$ cat src/ssu_pkg.sv
package ssu_pkg;

    localparam int DEPTH   = 16;
    localparam int IDX_W   = (DEPTH > 1) ? $clog2(DEPTH) : 1;
    localparam int CNT_W   = $clog2(DEPTH + 1);
    localparam int VALUE_W = 32;
    localparam int REQ_W   = 2;

    localparam logic [REQ_W-1:0] REQ_LOAD_A = 2'd0;
    localparam logic [REQ_W-1:0] REQ_LOAD_B = 2'd1;
    localparam logic [REQ_W-1:0] REQ_MERGE  = 2'd2;

    localparam logic [CNT_W-1:0] DEPTH_CNT = CNT_W'(DEPTH);

endpackage

$ cat src/ssu_ram.sv
module ssu_ram #(
    parameter int WIDTH = 32,
    parameter int DEPTH = 16,
    localparam int AW   = (DEPTH > 1) ? $clog2(DEPTH) : 1
) (
    input  logic             clk,
    input  logic             we,
    input  logic [AW-1:0]    waddr,
    input  logic [WIDTH-1:0] wdata,
    input  logic [AW-1:0]    raddr,
    output logic [WIDTH-1:0] rdata
);

    logic [WIDTH-1:0] mem [DEPTH];

    always_ff @(posedge clk)
    begin
        if (we)
        begin
            mem[waddr] <= wdata;
        end
        rdata <= mem[raddr];
    end

endmodule

$ cat src/sorted_set_union_merge.sv
// Sorted set union merge. Load transactions (tuser = load A / load B) append
// the signed 32-bit tdata to list A or B, up to DEPTH entries each; loads
// into a full list are dropped. A merge transaction walks both lists from
// their heads with shared signed comparators and emits the ascending union,
// one output transaction per element: equal heads give one copy and both
// lists advance, and once a list runs out the rest of the other is copied.
// tlast marks the final element; an empty merge gives a single transaction
// with tdata 0, tlast 1 and tuser 1. The merge clears both lists. Each
// merged element takes two steps (a registered RAM read of both heads, then
// compare and load into the output register) and waits while the output
// stalls; s_axis_tready is low while a merge runs. Unused request code 3 is
// accepted and ignored.
module sorted_set_union_merge
    import ssu_pkg::*;
(
    input  logic               clk,
    input  logic               rst_n,

    input  logic               s_axis_tvalid,
    output logic               s_axis_tready,
    input  logic [VALUE_W-1:0] s_axis_tdata,   // [31:0] value
    input  logic [REQ_W-1:0]   s_axis_tuser,   // [1:0] req_type

    output logic               m_axis_tvalid,
    input  logic               m_axis_tready,
    output logic [VALUE_W-1:0] m_axis_tdata,   // [31:0] result_value
    output logic               m_axis_tlast,   // last
    output logic [0:0]         m_axis_tuser    // [0] empty_res
);

    typedef enum logic [2:0] {
        ST_IDLE  = 3'b001,
        ST_FETCH = 3'b010,
        ST_EMIT  = 3'b100
    } state_t;

    state_t             state_reg, state_next;
    logic [CNT_W-1:0]   count_a_reg, count_a_next;
    logic [CNT_W-1:0]   count_b_reg, count_b_next;
    logic [CNT_W-1:0]   i_reg, i_next;
    logic [CNT_W-1:0]   j_reg, j_next;

    logic               out_valid_reg, out_valid_next;
    logic [VALUE_W-1:0] out_data_reg, out_data_next;
    logic               out_last_reg, out_last_next;
    logic               out_empty_reg, out_empty_next;

    logic               out_free;
    logic               in_fire;
    logic               we_a, we_b;
    logic [VALUE_W-1:0] rd_a, rd_b;

    // shared compare unit
    logic               a_done, b_done, a_lt_b, b_lt_a;
    logic               take_a, take_b;
    logic [CNT_W-1:0]   i_adv, j_adv;
    logic               emit_last;

    assign out_free      = !out_valid_reg || m_axis_tready;
    assign s_axis_tready = (state_reg == ST_IDLE) && out_free;
    assign in_fire       = s_axis_tvalid && s_axis_tready;

    assign we_a = in_fire && (s_axis_tuser == REQ_LOAD_A) && (count_a_reg < DEPTH_CNT);
    assign we_b = in_fire && (s_axis_tuser == REQ_LOAD_B) && (count_b_reg < DEPTH_CNT);

    ssu_ram #(.WIDTH(VALUE_W), .DEPTH(DEPTH)) u_list_a (
        .clk   (clk),
        .we    (we_a),
        .waddr (count_a_reg[IDX_W-1:0]),
        .wdata (s_axis_tdata),
        .raddr (i_reg[IDX_W-1:0]),
        .rdata (rd_a)
    );

    ssu_ram #(.WIDTH(VALUE_W), .DEPTH(DEPTH)) u_list_b (
        .clk   (clk),
        .we    (we_b),
        .waddr (count_b_reg[IDX_W-1:0]),
        .wdata (s_axis_tdata),
        .raddr (j_reg[IDX_W-1:0]),
        .rdata (rd_b)
    );

    // Head compare; an exhausted list always loses, ties take both.
    always_comb
    begin
        a_done    = (i_reg >= count_a_reg);
        b_done    = (j_reg >= count_b_reg);
        a_lt_b    = $signed(rd_a) < $signed(rd_b);
        b_lt_a    = $signed(rd_b) < $signed(rd_a);
        take_a    = !a_done && (b_done || !b_lt_a);
        take_b    = !b_done && (a_done || !a_lt_b);
        i_adv     = take_a ? i_reg + 1'b1 : i_reg;
        j_adv     = take_b ? j_reg + 1'b1 : j_reg;
        emit_last = (i_adv >= count_a_reg) && (j_adv >= count_b_reg);
    end

    always_comb
    begin
        state_next     = state_reg;
        count_a_next   = count_a_reg;
        count_b_next   = count_b_reg;
        i_next         = i_reg;
        j_next         = j_reg;
        out_valid_next = out_valid_reg;
        out_data_next  = out_data_reg;
        out_last_next  = out_last_reg;
        out_empty_next = out_empty_reg;

        if (out_valid_reg && m_axis_tready)
        begin
            out_valid_next = 1'b0;
        end

        case (state_reg)
            ST_IDLE:
            begin
                if (we_a)
                begin
                    count_a_next = count_a_reg + 1'b1;
                end
                if (we_b)
                begin
                    count_b_next = count_b_reg + 1'b1;
                end
                if (in_fire && (s_axis_tuser == REQ_MERGE))
                begin
                    if ((count_a_reg == '0) && (count_b_reg == '0))
                    begin
                        out_valid_next = 1'b1;
                        out_data_next  = '0;
                        out_last_next  = 1'b1;
                        out_empty_next = 1'b1;
                    end
                    else
                    begin
                        i_next     = '0;
                        j_next     = '0;
                        state_next = ST_FETCH;
                    end
                end
            end
            ST_FETCH:
            begin
                state_next = ST_EMIT;
            end
            ST_EMIT:
            begin
                if (out_free)
                begin
                    out_valid_next = 1'b1;
                    out_data_next  = take_a ? rd_a : rd_b;
                    out_last_next  = emit_last;
                    out_empty_next = 1'b0;
                    i_next         = i_adv;
                    j_next         = j_adv;
                    if (emit_last)
                    begin
                        count_a_next = '0;
                        count_b_next = '0;
                        state_next   = ST_IDLE;
                    end
                    else
                    begin
                        state_next = ST_FETCH;
                    end
                end
            end
            default:
            begin
                state_next = ST_IDLE;
            end
        endcase
    end

    always_ff @(posedge clk or negedge rst_n)
    begin
        if (!rst_n)
        begin
            state_reg     <= ST_IDLE;
            count_a_reg   <= '0;
            count_b_reg   <= '0;
            i_reg         <= '0;
            j_reg         <= '0;
            out_valid_reg <= 1'b0;
        end
        else
        begin
            state_reg     <= state_next;
            count_a_reg   <= count_a_next;
            count_b_reg   <= count_b_next;
            i_reg         <= i_next;
            j_reg         <= j_next;
            out_valid_reg <= out_valid_next;
        end
    end

    always_ff @(posedge clk)
    begin
        out_data_reg  <= out_data_next;
        out_last_reg  <= out_last_next;
        out_empty_reg <= out_empty_next;
    end

    assign m_axis_tvalid   = out_valid_reg;
    assign m_axis_tdata    = out_data_reg;
    assign m_axis_tlast    = out_last_reg;
    assign m_axis_tuser[0] = out_empty_reg;

`ifndef SYNTHESIS
    a_count_bound: assert property (@(posedge clk) disable iff (!rst_n)
        (count_a_reg <= DEPTH_CNT) && (count_b_reg <= DEPTH_CNT))
        else $error("list count above depth");

    a_emit_has_work: assert property (@(posedge clk) disable iff (!rst_n)
        (state_reg == ST_EMIT) |-> ((i_reg < count_a_reg) || (j_reg < count_b_reg)))
        else $error("emit with both lists exhausted");

    a_last_clears: assert property (@(posedge clk) disable iff (!rst_n)
        ((state_reg == ST_EMIT) && out_free && emit_last)
            |=> ((count_a_reg == '0) && (count_b_reg == '0) && out_valid_reg
                 && out_last_reg))
        else $error("final merge element did not clear lists");

    a_empty_is_last: assert property (@(posedge clk) disable iff (!rst_n)
        (out_valid_reg && out_empty_reg) |-> out_last_reg)
        else $error("empty flag without last");
`endif

endmodule

$ cat config.mk
export PLATFORM = sky130hd
export DESIGN_NAME = sorted_set_union_merge
export DESIGN_NICKNAME = d
export VERILOG_FILES = /design/src/ssu_pkg.sv /design/src/ssu_ram.sv /design/src/sorted_set_union_merge.sv
export SDC_FILE = /design/constraint.sdc
export NUM_CORES = 1
export LEC_CHECK = 0
export ABC_AREA = 0
export CAP_MARGIN = 20
export CORE_ASPECT_RATIO = 0.7
export CORE_MARGIN = 2
export CORE_UTILIZATION = 40
export CTS_CLUSTER_DIAMETER = 150
export CTS_CLUSTER_SIZE = 30
export DETAILED_ROUTE_END_ITERATION = 8
export DONT_BUFFER_PORTS = 1
export PLACE_DENSITY = 0.53
export SYNTH_ARGS = -nofsm -noshare
export SYNTH_HDL_FRONTEND = slang
export SYNTH_SLANG_ARGS = --single-unit
$ cat constraint.sdc
create_clock -name clk -period 5.8 [get_ports clk]
set_input_delay 0.87 -clock clk [delete_from_list [all_inputs] [get_ports clk]]
set_output_delay 0.87 -clock clk [all_outputs]
set_load 0.005 [all_outputs]
==> results of run 1 <==
## cell families (layout without fill, tap and decap cells)
logic type,count (synthesis),in the layout,synth area share (%)
adder cells (fa/ha/maj),62,62,1.748
AND/OR/NAND/NOR,214,214,2.373
buffers and inverters,159,203,1.491
flip-flops,1146,1146,75.82
other,0,1,0
multiplexers,388,388,15.16
AO/OA/AOI/OAI,222,222,3.160
XOR/XNOR,13,13,0.2565
## cell usage after synthesis (3+ instances only)
library cell,n,area [um^2]
mux2i_1,131,1311
inv_1,49,183.9
and3_1,3,18.77
a32oi_1,3,26.28
o21ai_0,73,365.4
mux4_2,224,5045
nor2_1,64,240.2
buf_2,22,110.1
ha_1,62,775.7
mux2_2,33,371.6
clkbuf_1,70,262.8
a211oi_1,4,30.03
a21oi_1,56,280.3
dfxtp_1,64,1281
a221oi_1,34,297.8
a22oi_1,32,240.2
nand4_1,8,50.05
nand2_1,69,259.0
and4_1,3,26.28
and2_1,5,31.28
nor3_1,12,60.06
dfrtp_1,23,575.6
buf_6,4,45.04
xor2_1,3,26.28
nor4_1,10,62.56
o211ai_1,3,22.52
nand3_1,8,40.04
buf_1,12,45.04
o31ai_1,5,37.54
nand2b_1,8,50.05
edfxtp_1,1058,31770
xnor2_1,10,87.58
nand3b_1,4,30.03
nor2b_1,5,31.28
## worst max-delay path: cells and delay by family, from the launching register on
kind                       cells  cell delay (ns)
and+or+nand+nor                8             2.09
AOI/OAI and AO/OA              5             0.98
adders and majority gates      2             0.61
DFF                            1             0.54
buffers and inverters          2             0.47
muxes                          1             0.39
## worst paths after layout
check	start	to	slack [ns]	cells past startpoint
max in group asynchronous	rst_n	i_reg[2]$_DFFE_PN0P_	4.91	2
min reg2reg	state_reg[0]$_DFFE_PN1P_	state_reg[2]$_DFFE_PN0P_	0.56	1
max reg2reg	u_list_a.rdata[28]$_DFF_P_	count_b_reg[0]$_DFFE_PN0P_	0.55	18
max	u_list_a.rdata[28]$_DFF_P_	count_b_reg[0]$_DFFE_PN0P_	0.55	18
min in group clk	s_axis_tdata[2]	u_list_a.mem[2][2]$_DFFE_PP_	0.29	0
min	rst_n	state_reg[0]$_DFFE_PN1P_	0.07	0
## per-layer routing
layer,global-route usage [%],part of all wire (%)
met5,0,0
met4,3.451,1.6
met3,3.562,6.6
met2,30.10,46
met1,28.08,46
## metrics by stage
step / cells / instance area (um^2) / total power [mW] / utilization, % / hold WS, ns
floorplan: 2204 / 44390 / 10.36 / - / 0.4856
global placement: 3619 / 46590 / 10.72 / 42.25 / 0.5000
detailed placement: 3619 / 46590 / 10.74 / 42.25 / 0.5313
CTS: 3703 / 47930 / 14.63 / 43.46 / 0.03227
global route: 3704 / 47960 / 15.01 / 43.49 / 0.02666
finish: 3705 / 47960 / 14.48 / 43.50 / 0.06946
## power by group through the flow
stage	combinational, mW	clock, mW	sequential (mW)
after floorplan	0.884	0	9.48
after global placement	1.19	0	9.53
after detailed placement	1.20	0	9.54
after CTS	1.21	4.07	9.35
after global routing	1.31	4.32	9.37
final	1.20	3.93	9.35
## placed cells by master, fill, tap and decap left out, drive strengths merged, types with 4 or more instances in the layout
cell	instances
ha	62
o31ai	5
mux2i	131
dfrtp	23
a21oi	56
nand4	8
a221oi	34
xnor2	10
nor3	13
mux2	33
dfxtp	64
nor2b	5
nand2	69
a22oi	32
a211oi	4
clkbuf	78
nand3	9
o21ai	74
nand2b	8
nand3b	4
inv	51
mux4	224
nor4	12
and2	5
buf	71
edfxtp	1058
nor2	64
## what timing repair did
action                                  in CTS  in global routing
setup buffers                                0                  0
endpoints found under the hold margin       23                  0
resized for setup                            0                  1
endpoints found under the setup margin       0                  3
hold buffers                                 2                  0
## cell type report
class | instances | area share [%]
diodes | 1 | 0.005218
clock buffers | 78 | 2.562
clock inverters | 4 | 0.1617
inverters | 49 | 0.3835
multi-input cells | 899 | 21.52
flip-flops and latches | 1146 | 70.22
well taps | 1456 | 3.798
repair buffers | 72 | 1.357
==> summary.md, run 1 <==
| Metric | Value |
|---|---|
| Final Critical Period | roughly 5.2 ns |
| Root buffer cell | clkbuf_16 |
| Ys Warns | 0 |
| Total die area | ~110000 um^2 |
| Clk Latency, worst-skew pair | 0.66 ns |
| Final slew viol count | 0 |
| Part of the total power dissipated in combinational logic | under 10% |
| Die Wd | 402.2 um |
| Number of search-and-repair iterations in the first detailed-routing pass | 5 |
| CP endpoint kind | register |
| Cell Pwr Density | between 300 and 400 nW/um^2 |
| Post-synthesis cell count | between 2000 and 2500 |
| Worst slew slack as a fraction of its limit | a little over a quarter |
| Maximum number of pins on one net before global-route repair | slightly above 100 |
| Clk sinks | 1146 |
| Number of buffers on the longest clock path | 3 |
| Leading registers by flop count | u_list_a.mem x512, u_list_b.mem x512 |
| Vias in the first global route | ~21000 |
| Filler Cells Inserted | 9510 |
| Clk_skew | 0.04308 ns |
| Number of antenna violations at the first check in global routing | 3 |
| Global placement routability congestion | between 0.8 and 0.9 |
| Net switching power | 3.318 mW |
| Share of final-layout standard cells stronger than drive strength 1 | 19.13% |
| Placed wire-length estimate after detailed placement | 63320 um |
| RSZ-0062 raised after global routing | no |
| Grt total ovfl | 0 |
| Routed via count | between 20000 and 25000 |
| Final worst slack | between 0.5 and 0.6 ns |
| Via density per instance | 5.611 |
| Delay of the slowest cell on the worst path | 0.66 ns |
| Average wire per cell in the routed design | approximately 30 um |
| Fmax | approximately 0.19 GHz |
| Element type at the critical path start | register |
| Syn Nets | 2304 |
| Number of hold-slack violations in the final timing report | 0 |
| Number of setup violations in the final report | 0 |
| Crit Path Class | register to register |
| Net switching fraction of the power | 22.91% |
| Sequential element share of the synthesized area | between 70 and 80% |
| Maximum ir drop on the vdd rail | 0.2149 mV |
| Critical Path Fanout Max | 22 |
| Share of power burned in registers | between 60% and 70% |
| Number of flip-flops and latches in the synthesized netlist | 1146 |
| Count of maximum capacitance violations | 0 |
| Antenna Nets Post-Route | 0 |
| Number of CTS-inserted buffers | 44 |
| Count of buffers inserted at the top-level ports | 0 |
| Pin slew with the least headroom to its limit | between 1 and 1.5 ns |
| Ratio of final minimum period to clock period | 90.44% |
| Data arrival at the endpoint of the critical path | 5.74 ns |
| Number of levels the H-tree was split into | 2 |
| Critical Path Most Common Cell | a21oi_1 |
| Total routed wirelength | 108400 um |
| Number of ports placed on the die boundary | 74 |
| Crit-path cells | inv_1, ha_1, nand3_2, nor4_4, nand2_1, a21oi_1, nor4_1, nor3b_2, buf_4, mux2_2, ha_1, a21oi_1, nor2b_1, o21ai_0, nand2b_1, a21oi_1, nor4_2, o21ai_0 |
| Die extent in y | 282.7 um |
| Floorplan core area | 110300 um^2 |
| DRC errors left | 0 |
| Iteration-0 DRC Markers | between 2000 and 2500 |
| Count of different cell masters after synthesis | between 50 and 60 |
| Area of the multi-input gates | between 10000 and 15000 um^2 |
| Clk pwr share | 27.1% |
| Combined flip-flop and latch cell area | 33680 um^2 |
| Status | complete, no violations |
| Static leakage power | 14.58 nW |
| Initial core utilization | between 40 and 50% |
| Hold Path Class | input port to asynchronous set/reset pin |
| Global-route wire length before repair | 155600 um |
| Max stage delay cell, worst path | nor4_2 |
| Most common flop cell mapped by yosys | edfxtp_1 |
| Post-synth ARST share | between 2 and 2.5% |
| CTS tree | built |
| Post-synthesis area per instance | 20.14 um^2 |
| Clock-pin transition on the worst setup and hold timing paths | 0.12 ns |
| Total negative slack | 0 ns |
| Area growth from synthesis to layout | 8.047% |
| Data required time of the worst path | 6.30 ns |
| Place WS | 0.4095 ns |
| Number of synthesized flops with an enable pin | 1058 |
| Number of cell rows | approximately 100 |
| Number of nets in the layout | 2312 |
| Cell-internal power | 11.17 mW |
| Post-synthesis cell area | around 44000 um^2 |
| Global-route usage over all layers | roughly a fifth |
Note: power is estimated with default switching activity, not from simulation.
==> run 2: changes to the inputs <==
--- a/config.mk
+++ b/config.mk
@@ -7,14 +7,13 @@
 export LEC_CHECK = 0
 export ABC_AREA = 0
 export CAP_MARGIN = 20
-export CORE_ASPECT_RATIO = 0.7
 export CORE_MARGIN = 2
-export CORE_UTILIZATION = 40
+export CORE_UTILIZATION = 50
 export CTS_CLUSTER_DIAMETER = 150
 export CTS_CLUSTER_SIZE = 30
 export DETAILED_ROUTE_END_ITERATION = 8
 export DONT_BUFFER_PORTS = 1
-export PLACE_DENSITY = 0.53
+export PLACE_DENSITY = 0.64
 export SYNTH_ARGS = -nofsm -noshare
 export SYNTH_HDL_FRONTEND = slang
 export SYNTH_SLANG_ARGS = --single-unit
==> run 2 against run 1 <==
  * Final area is 0.95% lower
  * Via count is 2.0% higher
  * Count of clock-buffer cells in the layout stayed put
  * Clock skew is 0.018 ns lower
  * Fmax is 5.4% higher
  * Critical path depth stayed put
  * First-iteration DRC count is 21% higher
  * Global-route usage is 3.6 points higher
  * Sequential share of layout area is 0.67 points higher
  * Combinational power is 4% higher
  * Cell count is 7.7% lower
==> summary.md, run 2 (same netlist as run 1, synthesis figures left out) <==
| Metric | Value |
|---|---|
| Number of cell rows | 109 (was 102) |
| Post-Layout Inst Area | 47510 um^2 (was 47960 um^2) |
| Static leakage power | 14.57 nW (was 14.58 nW) |
| Global-route wire length before repair | 147800 um (was 155600 um) |
| Maximum number of pins on one net before global-route repair | 71 (was 102) |
| Routed via count | 21210 (was 20790) |
| Placed wire-length estimate after detailed placement | 59720 um (was 63320 um) |
| Placement-stage cell area | 46200 um^2 (was 46590 um^2) |
| Element type at the critical path start | register (unchanged) |
| Max stage delay cell, worst path | nor4_2 (unchanged) |
| Grt total ovfl | 0 (unchanged) |
| Total negative slack | 0 ns (unchanged) |
| Area growth from synthesis to layout | 7.022% (was 8.047%) |
| Initial core utilization | 50.31% (was 40.26%) |
| Number of search-and-repair iterations in the first detailed-routing pass | 5 (unchanged) |
| Number of hold-slack violations in the final timing report | 0 (unchanged) |
| Root buffer cell | clkbuf_16 (unchanged) |
| Worst slew slack as a fraction of its limit | 28.85% (was 27.41%) |
| Clock-pin transition on the worst setup and hold timing paths | 0.11 ns (was 0.12 ns) |
| Iteration-0 DRC Markers | 2494 (was 2065) |
| Final std cells w/o fill | 3418 (was 3705) |
| Floorplan core area | 88240 um^2 (was 110300 um^2) |
| Core Util, Final | 53.84% (was 43.50%) |
| Fmax | 0.2009 GHz (was 0.1906 GHz) |
| Number of buffers on the longest clock path | 3 (unchanged) |
| Data arrival at the endpoint of the critical path | 5.46 ns (was 5.74 ns) |
| Data required time of the worst path | 6.28 ns (was 6.30 ns) |
| Count of buffers inserted at the top-level ports | 0 (unchanged) |
| CP endpoint kind | register (unchanged) |
| Delay of the slowest cell on the worst path | 0.75 ns (was 0.66 ns) |
| Final Critical Period | 4.978 ns (was 5.246 ns) |
| Critical Path Fanout Max | 12 (was 22) |
| Antenna Nets Post-Route | 0 (unchanged) |
| Global placement routability congestion | 0.8611 (was 0.8325) |
| Number of setup violations in the final report | 0 (unchanged) |
| Clk_skew | 0.02546 ns (was 0.04308 ns) |
| Most frequent cells in the layout | 1058 x edfxtp_1, 224 x mux4_2, 131 x mux2i_1 (unchanged) |
| Filler Cells Inserted | 6679 (was 9510) |
| Die extent in y | 302.0 um (was 282.7 um) |
| Count of maximum capacitance violations | 0 (unchanged) |
| Total routed wirelength | 102500 um (was 108400 um) |
| Final hold slack | 0.05096 ns (was 0.06946 ns) |
| Number of nets in the layout | 2317 (was 2312) |
| Status | complete, no violations (unchanged) |
| Final slew viol count | 0 (unchanged) |
| Source of the worst register-to-register timing path | u_list_a.rdata[23]$_DFF_P_ (was u_list_a.rdata[28]$_DFF_P_) |
| Commonest non-fill, non-tap cell in the layout | edfxtp_1 (unchanged) |
| Crit path max-delay family | simple AND/OR/NAND/NOR gates (unchanged) |
| Global-route usage over all layers | 22.65% (was 19.08%) |
| Placed Cells incl. Taps | 3335 (was 3619) |
| Average wire per cell in the routed design | 29.97 um (was 29.27 um) |
| Die Wd | 302.0 um (was 402.2 um) |
| Register-to-register setup slack | 0.82 ns (was 0.55 ns) |
| Number of CTS-inserted buffers | 44 (unchanged) |
| Clk Latency, worst-skew pair | 0.63 ns (was 0.66 ns) |
| CTS tree | built (unchanged) |
| Maximum ir drop on the vdd rail | 0.2655 mV (was 0.2149 mV) |
| Buf/Inv on CP | 2 (unchanged) |
| Clk sinks | 1146 (unchanged) |
| Ratio of final minimum period to clock period | 85.83% (was 90.44%) |
| Critical path launch point | u_list_a.rdata[23]$_DFF_P_ (was u_list_a.rdata[28]$_DFF_P_) |
| Leading registers by flop count | u_list_a.mem x512, u_list_b.mem x512 (unchanged) |
| Total die area | 91180 um^2 (was 113700 um^2) |
| Vias in the first global route | 21110 (was 21190) |
| Via density per instance | 6.205 (was 5.611) |
| Cell Pwr Density | 304.5 nW/um^2 (was 302.0 nW/um^2) |
| RSZ-0062 raised after global routing | no (unchanged) |
| Number of ports placed on the die boundary | 74 (unchanged) |
| Number of antenna violations at the first check in global routing | 3 (unchanged) |
| Crit Path Class | register to register (unchanged) |
| Number of levels the H-tree was split into | 2 (unchanged) |
| Share of final-layout standard cells stronger than drive strength 1 | 19.23% (was 19.13%) |
| Crit-path cells | inv_1, ha_1, nand4_1, nor4_4, nand2_1, nor3_1, nor4_1, nor3b_2, buf_4, mux2_2, ha_1, a21oi_1, nor2b_1, o21ai_0, nand2b_1, a21oi_1, nor4_2, o21ai_0 (was inv_1, ha_1, nand3_2, nor4_4, nand2_1, a21oi_1, nor4_1, nor3b_2, buf_4, mux2_2, ha_1, a21oi_1, nor2b_1, o21ai_0, nand2b_1, a21oi_1, nor4_2, o21ai_0) |
| CTS resizes | 0 (unchanged) |
| Hold Path Class | input port to asynchronous set/reset pin (unchanged) |
| DRC errors left | 0 (unchanged) |
| Pin slew with the least headroom to its limit | 1.067 ns (was 1.089 ns) |
==> run 2: layout make-up <==
type | instances | area, um^2 | area share, %
clock buffer | 78 | 1229 | 2.586
multi-input combinational | 899 | 10310 | 21.71
antenna | 1 | 2.502 | 0.005268
timing repair buffer | 77 | 590.6 | 1.243
tap | 1165 | 1458 | 3.068
sequential | 1146 | 33670 | 70.88
clock inverter | 3 | 55.05 | 0.1159
inverter | 49 | 183.9 | 0.3872
==> run 2: report_power, final <==
part | switching, mW | total [mW] | internal, mW
Combinational | 0.787 | 1.25 | 0.462
Clock | 2.39 | 3.87 | 1.49
Sequential | 0.129 | 9.35 | 9.22
==> run 2: final timing paths <==
| path | to | depth (start not counted) |
|---|---|---|
| worst max-delay path | count_b_reg[0]$_DFFE_PN0P_ | 18 |
| worst min-delay path | count_b_reg[0]$_DFFE_PN0P_ | 1 |
| worst max register to register | count_b_reg[0]$_DFFE_PN0P_ | 18 |
| worst min register to register | state_reg[2]$_DFFE_PN0P_ | 1 |
| max in group asynchronous | i_reg[1]$_DFFE_PN0P_ | 1 |
| min in group clk | u_list_a.mem[10][10]$_DFFE_PP_ | 0 |
==> run 2: repair_timing <==
action                                 4_1_cts  5_1_grt
endpoints found under the hold margin       23        0
hold buffers                                 1        0
setup endpoints to repair                    0        0
setup buffers                                0        0
==> run 2: metal layers <==
layer / GRT usage [%] / share of wire [%]
met1: 33.57 / 43
met2: 36.40 / 48
met3: 3.139 / 6.7
met4: 4.809 / 1.9
met5: 0 / 0.011
==> run 2: metrics by stage <==
step | worst slack [ns] | power [mW]
floorplan | 0.5762 | 10.36
global placement | 1.041 | 10.74
detailed placement | 0.9758 | 10.77
CTS | 0.9507 | 14.56
global route | 0.6801 | 14.92
finish | 0.8220 | 14.47
